===== config.mk =====
export PLATFORM = sky130hd
export DESIGN_NAME = heap_sort_engine_top
export DESIGN_NICKNAME = d
export VERILOG_FILES = /design/src/hw/rtl/hse_pkg.sv /design/src/hw/rtl/heap_sort_engine_top.sv
export SDC_FILE = /design/constraint.sdc
export NUM_CORES = 2
export LEC_CHECK = 0
export ABC_CLOCK_PERIOD_IN_PS = 8560
export BUFFER_PORTS_ARGS = -buffer_cell sky130_fd_sc_hd__buf_2
export CORE_MARGIN = 2
export CORE_UTILIZATION = 30
export DETAILED_ROUTE_END_ITERATION = 16
export PLACE_DENSITY = 0.55
export SLEW_MARGIN = 20
export SYNTH_ARGS = -nofsm -noshare
export SYNTH_HDL_FRONTEND = slang
export SYNTH_SLANG_ARGS = --single-unit
export TNS_END_PERCENT = 5

===== constraint.sdc =====
create_clock -name clk_i -period 8.56 [get_ports clk_i]
set_input_delay 1.712 -clock clk_i [delete_from_list [all_inputs] [get_ports clk_i]]
set_output_delay 1.712 -clock clk_i [all_outputs]
set_load 0.02 [all_outputs]

===== src/hw/rtl/hse_pkg.sv =====
// shared types and constants for the heap sort engine
`default_nettype none

package hse_pkg;

  localparam int unsigned VAL_W = 32;

  typedef logic signed [VAL_W-1:0] value_t;

endpackage

`default_nettype wire


===== src/hw/rtl/heap_sort_engine_top.sv =====
// heap sort engine: loads a set of signed words, heap sorts them in place, streams them out
//
// Input channel (in_valid_i / in_stall_o, value_i, last_item_i): one word per cycle is
// taken while the block is loading. A word that finds the store full (MAX_ITEMS held) is
// dropped and flags the set. The word with last_item_i set closes the set and starts the sort.
// Sorting runs on one shared compare unit and a store with one write and one registered read
// port (one write, one read per cycle); in_stall_o stays high from the last word until the
// last result is taken. Each sift level reads the left child, then the right child, compares
// them and moves the larger one up if it beats the carried word, paced by the one read port.
// Output channel (out_valid_o / out_stall_i): N words in ascending order, each read from the
// store once the word before is taken; last_out_o on the greatest, overflow_o on every word
// of a set that lost words. A stalled result holds in the output register until taken.
// Reset empties the set and clears the output valid; the store itself is not cleared.
`default_nettype none

module heap_sort_engine_top
  import hse_pkg::*;
#(
  parameter int unsigned MAX_ITEMS = 64
) (
  input  wire  logic   clk_i,
  input  wire  logic   rst_ni,
  input  wire  logic   in_valid_i,
  output logic         in_stall_o,
  input  wire  value_t value_i,
  input  wire  logic   last_item_i,
  output logic         out_valid_o,
  input  wire  logic   out_stall_i,
  output value_t       sorted_value_o,
  output logic         last_out_o,
  output logic         overflow_o
);

  localparam int unsigned IDX_W = $clog2(MAX_ITEMS);
  localparam int unsigned CNT_W = $clog2(MAX_ITEMS + 1);
  localparam int unsigned LW    = IDX_W + 2;

  localparam logic [3:0] S_LOAD  = 4'd0;
  localparam logic [3:0] S_FETCH = 4'd1;
  localparam logic [3:0] S_CARRY = 4'd2;
  localparam logic [3:0] S_RDL   = 4'd3;
  localparam logic [3:0] S_RDR   = 4'd4;
  localparam logic [3:0] S_CMP   = 4'd5;
  localparam logic [3:0] S_DEC   = 4'd6;
  localparam logic [3:0] S_PUT   = 4'd7;
  localparam logic [3:0] S_SRD0  = 4'd8;
  localparam logic [3:0] S_SRDI  = 4'd9;
  localparam logic [3:0] S_SWR   = 4'd10;
  localparam logic [3:0] S_ORD   = 4'd11;
  localparam logic [3:0] S_OLD   = 4'd12;
  localparam logic [3:0] S_OWT   = 4'd13;

  value_t store_mem [MAX_ITEMS];
  value_t rd_q;

  logic [3:0]       state_q, state_d;
  logic [CNT_W-1:0] cnt_q, cnt_d;
  logic             drop_q, drop_d;
  logic             sorting_q, sorting_d;
  logic [IDX_W-1:0] i_q, i_d;
  logic [IDX_W-1:0] hole_q, hole_d;
  logic [IDX_W-1:0] last_q, last_d;
  logic [IDX_W-1:0] big_q, big_d;
  value_t           carry_q, carry_d;
  value_t           left_q, left_d;
  value_t           bigval_q, bigval_d;
  logic             out_valid_q, out_valid_d;
  value_t           out_val_q, out_val_d;
  logic             out_last_q, out_last_d;
  logic             out_ovf_q, out_ovf_d;

  logic             we;
  logic [IDX_W-1:0] waddr;
  value_t           wdata;
  logic [IDX_W-1:0] raddr;

  logic [LW-1:0]    lc, rc, big_lc, last_w;
  logic             full;
  logic [CNT_W-1:0] n_w;
  logic [IDX_W-1:0] nlast_w;
  value_t           cmp_a, cmp_b;
  logic             cmp_gt;

  assign lc      = LW'({hole_q, 1'b1});
  assign rc      = lc + LW'(1);
  assign big_lc  = LW'({big_q, 1'b1});
  assign last_w  = LW'(last_q);
  assign full    = (cnt_q == CNT_W'(MAX_ITEMS));
  assign n_w     = full ? cnt_q : cnt_q + CNT_W'(1);
  assign nlast_w = IDX_W'(n_w - CNT_W'(1));

  // one signed comparator: right child vs left child, then larger child vs carried word
  assign cmp_a  = (state_q == S_CMP) ? rd_q   : bigval_q;
  assign cmp_b  = (state_q == S_CMP) ? left_q : carry_q;
  assign cmp_gt = (cmp_a > cmp_b);

  always_comb begin
    state_d     = state_q;
    cnt_d       = cnt_q;
    drop_d      = drop_q;
    sorting_d   = sorting_q;
    i_d         = i_q;
    hole_d      = hole_q;
    last_d      = last_q;
    big_d       = big_q;
    carry_d     = carry_q;
    left_d      = left_q;
    bigval_d    = bigval_q;
    out_valid_d = out_valid_q;
    out_val_d   = out_val_q;
    out_last_d  = out_last_q;
    out_ovf_d   = out_ovf_q;
    we          = 1'b0;
    waddr       = hole_q;
    wdata       = carry_q;
    raddr       = '0;

    case (state_q)
      S_LOAD: begin
        if (in_valid_i) begin
          if (full) begin
            drop_d = 1'b1;
          end else begin
            we    = 1'b1;
            waddr = cnt_q[IDX_W-1:0];
            wdata = value_i;
          end
          cnt_d = n_w;
          if (last_item_i) begin
            sorting_d = 1'b0;
            last_d    = nlast_w;
            if (n_w == CNT_W'(1)) begin
              i_d     = '0;
              state_d = S_ORD;
            end else begin
              i_d     = (nlast_w - IDX_W'(1)) >> 1;
              hole_d  = (nlast_w - IDX_W'(1)) >> 1;
              state_d = S_FETCH;
            end
          end
        end
      end
      S_FETCH: begin
        raddr   = hole_q;
        state_d = S_CARRY;
      end
      S_CARRY: begin
        carry_d = rd_q;
        state_d = (lc <= last_w) ? S_RDL : S_PUT;
      end
      S_RDL: begin
        raddr   = lc[IDX_W-1:0];
        state_d = S_RDR;
      end
      S_RDR: begin
        left_d = rd_q;
        if (rc <= last_w) begin
          raddr   = rc[IDX_W-1:0];
          state_d = S_CMP;
        end else begin
          big_d    = lc[IDX_W-1:0];
          bigval_d = rd_q;
          state_d  = S_DEC;
        end
      end
      S_CMP: begin
        if (cmp_gt) begin
          big_d    = rc[IDX_W-1:0];
          bigval_d = rd_q;
        end else begin
          big_d    = lc[IDX_W-1:0];
          bigval_d = left_q;
        end
        state_d = S_DEC;
      end
      S_DEC: begin
        // larger child moves up into the hole if it beats the carried word, else the sift ends
        if (cmp_gt) begin
          we      = 1'b1;
          wdata   = bigval_q;
          hole_d  = big_q;
          state_d = (big_lc <= last_w) ? S_RDL : S_PUT;
        end else begin
          state_d = S_PUT;
        end
      end
      S_PUT: begin
        we = 1'b1;
        if (!sorting_q) begin
          if (i_q == '0) begin
            sorting_d = 1'b1;
            i_d       = IDX_W'(cnt_q - CNT_W'(1));
            state_d   = S_SRD0;
          end else begin
            i_d     = i_q - IDX_W'(1);
            hole_d  = i_q - IDX_W'(1);
            state_d = S_FETCH;
          end
        end else if (i_q == IDX_W'(1)) begin
          i_d     = '0;
          state_d = S_ORD;
        end else begin
          i_d     = i_q - IDX_W'(1);
          state_d = S_SRD0;
        end
      end
      S_SRD0: begin
        raddr   = '0;
        state_d = S_SRDI;
      end
      S_SRDI: begin
        left_d  = rd_q;
        raddr   = i_q;
        state_d = S_SWR;
      end
      S_SWR: begin
        // old root goes to the tail, tail word sifts down from the root
        we      = 1'b1;
        waddr   = i_q;
        wdata   = left_q;
        carry_d = rd_q;
        hole_d  = '0;
        last_d  = i_q - IDX_W'(1);
        state_d = (i_q == IDX_W'(1)) ? S_PUT : S_RDL;
      end
      S_ORD: begin
        raddr   = i_q;
        state_d = S_OLD;
      end
      S_OLD: begin
        out_valid_d = 1'b1;
        out_val_d   = rd_q;
        out_last_d  = (CNT_W'(i_q) + CNT_W'(1) == cnt_q);
        out_ovf_d   = drop_q;
        state_d     = S_OWT;
      end
      S_OWT: begin
        if (!out_stall_i) begin
          out_valid_d = 1'b0;
          if (out_last_q) begin
            cnt_d   = '0;
            drop_d  = 1'b0;
            state_d = S_LOAD;
          end else begin
            i_d     = i_q + IDX_W'(1);
            state_d = S_ORD;
          end
        end
      end
      default: begin
        state_d = S_LOAD;
      end
    endcase
  end

  always_ff @(posedge clk_i) begin
    if (we) begin
      store_mem[waddr] <= wdata;
    end
    rd_q <= store_mem[raddr];
  end

  always_ff @(posedge clk_i or negedge rst_ni) begin
    if (!rst_ni) begin
      state_q     <= S_LOAD;
      cnt_q       <= '0;
      drop_q      <= 1'b0;
      sorting_q   <= 1'b0;
      i_q         <= '0;
      out_valid_q <= 1'b0;
    end else begin
      state_q     <= state_d;
      cnt_q       <= cnt_d;
      drop_q      <= drop_d;
      sorting_q   <= sorting_d;
      i_q         <= i_d;
      out_valid_q <= out_valid_d;
    end
  end

  always_ff @(posedge clk_i) begin
    hole_q     <= hole_d;
    last_q     <= last_d;
    big_q      <= big_d;
    carry_q    <= carry_d;
    left_q     <= left_d;
    bigval_q   <= bigval_d;
    out_val_q  <= out_val_d;
    out_last_q <= out_last_d;
    out_ovf_q  <= out_ovf_d;
  end

  assign in_stall_o     = (state_q != S_LOAD);
  assign out_valid_o    = out_valid_q;
  assign sorted_value_o = out_val_q;
  assign last_out_o     = out_last_q;
  assign overflow_o     = out_ovf_q;

endmodule

`default_nettype wire


==> results by group <==
Outcome
  – Status: completed

Worst setup path
  – Type of element launching the critical path: register
  – Required @ worst endpoint: a little over 9 ns
  – R2r worst-path depth: 16
  – Data arrival time of the worst path: 7.43 ns
  – Critical path class: reg -> reg
  – R2R setup slack: 1.65 ns
  – Setup crit end kind: register
  – Reg2reg end: store_mem[44][24]$_DFFE_PP_
  – Largest fanout on the critical path: 37
  – Start of the worst register-to-register path: state_q[1]$_DFFE_PN0P_

CTS
  – TritonCTS clock tree: built
  – Hold-fix buffers, CTS: 0
  – Post-CTS Setup Inserts: 0
  – Worst-path clk slew: about 0.06 ns
  – Number of buffers created by CTS: 223
  – Post-cts sizing count: 0
  – CTS Buffer Depth: 3
  – Clock network latency to the later pin of the worst-skew pair: 0.90 ns
  – Number of levels the H-tree was split into: 4
  – Sinks on the clock net: 2248
  – Clock tree root driver cell: sky130_fd_sc_hd__clkbuf_16

Synth
  – Synth async-reset ratio: 0.00890
  – Number of distinct library cells after synthesis: 81
  – Top FF cell, synth: sky130_fd_sc_hd__edfxtp_1
  – Instance count of the mapped netlist: 7118
  – Average cell area after synthesis: 12.8 um2
  – Cell area after synthesis: 91400 um2
  – Number of warnings reported in the yosys synthesis log: 0
  – Sequential element share of the synthesized area: 0.734
  – Yosys reg bits: 2248
  – Net Count, Synth: 7211
  – Number of synthesized flops with an enable pin: 2196

STA
  – Post-route setup TNS: 0 ns
  – Skew final: roughly 0.061 ns
  – Final count of pins violating max slew: 0
  – Max-slew headroom: 0.160
  – Final min period: 6.91 ns
  – Highest clock rate: 145 MHz
  – RSZ-0062 raised after global routing: no
  – Measured slew at the worst slew-check pin: 1.26 ns
  – Setup-failing EPs final: 0
  – Final period util: 0.807
  – Final hold violations: 0

Worst hold path
  – Worst Hold Endpoint: overflow_o$_DFFE_PP_
  – Worst hold-check path type: reg -> reg
  – Cell depth of the worst hold path: 0
  – Hold path start: drop_q$_DFFE_PN0P_

Floorplanning
  – # IOs: 73
  – Effective utilization at floorplan: 0.302
  – Die Ht: 556 um
  – Number of placement rows: 202
  – Area of the core region: about 300000 um2
  – Area of the die: 309000 um2
  – Die Width: 556 um

Power
  – Power density normalized to cell area: just under 400 nW/um2
  – Fraction of power consumed by combinational cells: 0.372
  – Switching power share of the total: 0.403
  – Clock network fraction of design power: 0.232
  – Switching Power: between 0.015 and 0.02 W
  – Relative contribution of sequential cells to total power: 0.397
  – P_leak: 35.6 nW
  – Internal power summed over all cells: 0.0247 W
  – Pwr Total: 0.0413 W
  – Worst IR Drop VDD: 645 uV

Route
  – Vias: slightly below 60k
  – Average wire per standard cell: 24.6 um
  – Initial DRT Pass Iterations: 8
  – Residual DRC: 0
  – Final routed wirelength across all metal layers: around 280 mm
  – Remaining number of nets flagged by the antenna check after routing: 0
  – Violation count after the first detailed-route iteration: between 7k and 8k
  – Vias per inst: 5.22

GRT
  – Tot GR Track Use: 0.176
  – Sum of overflow across all layers after global routing: 0
  – Largest net degree at the start of global routing: 182
  – Vias in the first global route: 56.0k
  – Antenna violations before repair: 23
  – First-pass GRT wire length: approximately 400 mm

Layout
  – Ratio of cells with drive above 1 in the final layout: 0.108
  – Most common cell after layout, fill and taps aside: sky130_fd_sc_hd__edfxtp_1
  – Most used cells in the layout excluding fill and tap cells: sky130_fd_sc_hd__edfxtp_1 (2196), sky130_fd_sc_hd__nand2_1 (2098), sky130_fd_sc_hd__nand3_1 (781)
  – Layout overhead on the synthesized area: 14.4%
  – Number of nets in the finished design: just over 7k

Placed design
  – Final HPWL from detailed placement: 163 mm
  – Final Wtd Congestion: 0.865
  – # port buffers: 72

Flow run
  – Number of max-cap violations: 0
cells in the mapped netlist (all sizes together) (20+ instances only):
cell type	instances	area share
edfxtp	2196	0.72
nand2	2100	0.086
nand3	782	0.043
a21oi	284	0.016
clkbuf	283	0.012
buf	183	0.010
and3	141	0.0097
nor2	132	0.0054
nor3	80	0.0045
o21ai	70	0.0038
a31oi	65	0.0044
a22o	61	0.0058
ha	56	0.0077
o22ai	41	0.0029
nor4	38	0.0030
o211ai	37	0.0031
a2111oi	36	0.0037
a211oi	36	0.0030
a22oi	36	0.0030
mux2i	36	0.0039
a221o	34	0.0037
a311oi	34	0.0033
a21boi	33	0.0027
mux2	33	0.0041
a31o	32	0.0031
dfxtp	32	0.0070
a2111o	28	0.0035
inv	24	0.00099
xor2	21	0.0020
dfrtp	20	0.0055
critical path, stage by stage, from the launching register on:
cell	delay, ns
sky130_fd_sc_hd__dfrtp_1	0.93
sky130_fd_sc_hd__nor2b_1	0.16
sky130_fd_sc_hd__nand2_2	0.74
sky130_fd_sc_hd__buf_4	0.36
sky130_fd_sc_hd__mux2i_1	0.22
sky130_fd_sc_hd__ha_1	0.27
sky130_fd_sc_hd__nand4_1	0.16
sky130_fd_sc_hd__or2_2	0.16
sky130_fd_sc_hd__o22ai_1	0.09
sky130_fd_sc_hd__o31a_1	0.31
sky130_fd_sc_hd__or3b_1	0.43
sky130_fd_sc_hd__and4_1	0.29
sky130_fd_sc_hd__nor4_4	0.95
sky130_fd_sc_hd__buf_4	0.28
sky130_fd_sc_hd__buf_4	0.58
sky130_fd_sc_hd__nor3_2	0.11
sky130_fd_sc_hd__buf_4	0.36
cells by family (layout without fill, tap and decap cells):
group / count (synthesis) / after routing / share of synthesized area
AOI/OAI and AO/OA: 881 / 881 / 0.0669
xor gates and xnor gates: 38 / 38 / 0.00364
adders and majority gates: 56 / 56 / 0.00767
buffers and inverters: 490 / 729 / 0.0231
DFF: 2248 / 2248 / 0.734
muxes: 69 / 69 / 0.00801
other: 0 / 45 / 0
and+or+nand+nor: 3336 / 3336 / 0.157
power by group through the flow:
stage          sequential [W]  combinational [W]  clock, W
6_report               0.0164             0.0154   0.00957
4_1_cts                0.0164             0.0152   0.00971
5_1_grt                0.0164             0.0164    0.0101
2_1_floorplan          0.0163            0.00845         0
3_3_place_gp           0.0166             0.0149         0
3_5_place_dp           0.0166             0.0151         0
final cells by class:
cell class / count / area [um2]
diodes: 45 / 113
clock buffers: 317 / 6140
clock inverters: 96 / 945
fillers: 29200 / 198000
inverters: 24 / 90.1
multi-input cells: 4380 / 23000
flip-flops and latches: 2248 / 67100
well taps: 3978 / 4980
repair buffers: 292 / 2240
how the worst max path moves through the flow:
stage          depth (start not counted)                           to                   start
2_1_floorplan                         15    store_mem[0][5]$_DFFE_PP_  state_q[1]$_DFFE_PN0P_
3_3_place_gp                          18   store_mem[23][4]$_DFFE_PP_  state_q[3]$_DFFE_PN0P_
3_5_place_dp                          18   store_mem[61][5]$_DFFE_PP_  state_q[3]$_DFFE_PN0P_
4_1_cts                               18  store_mem[44][10]$_DFFE_PP_  state_q[3]$_DFFE_PN0P_
5_1_grt                               16  store_mem[44][24]$_DFFE_PP_  state_q[1]$_DFFE_PN0P_
6_report                              16  store_mem[44][24]$_DFFE_PP_  state_q[1]$_DFFE_PN0P_
state kept, by name (all words and copies together), names as in the netlist, 7 cells and up:
register and cells:
bigval_q 32, carry_q 32, cnt_q 7, left_q 32
rd_q 32, sorted_value_o 32, store_mem 2048
per-stage QoR:
stage                     std cells  area [um2]  worst slack, ns  utilization  hold WS (ns)
after floorplan                7118       91400             1.86            -         0.441
after global placement        10900       97200             1.96        0.321         0.464
after detailed placement      10900       97300             1.92        0.321         0.465
after CTS                     11300      104000             1.86        0.344         0.479
after global routing          11400      105000             1.43        0.345         0.502
final                         11400      105000             1.65        0.345         0.484
metal layers:
metal  share of wire  GRT usage
met5        0.000068          0
met4           0.026     0.0562
met3           0.078     0.0264
met2            0.47      0.281
met1            0.43      0.244
Power figures use the tool's default switching activity.
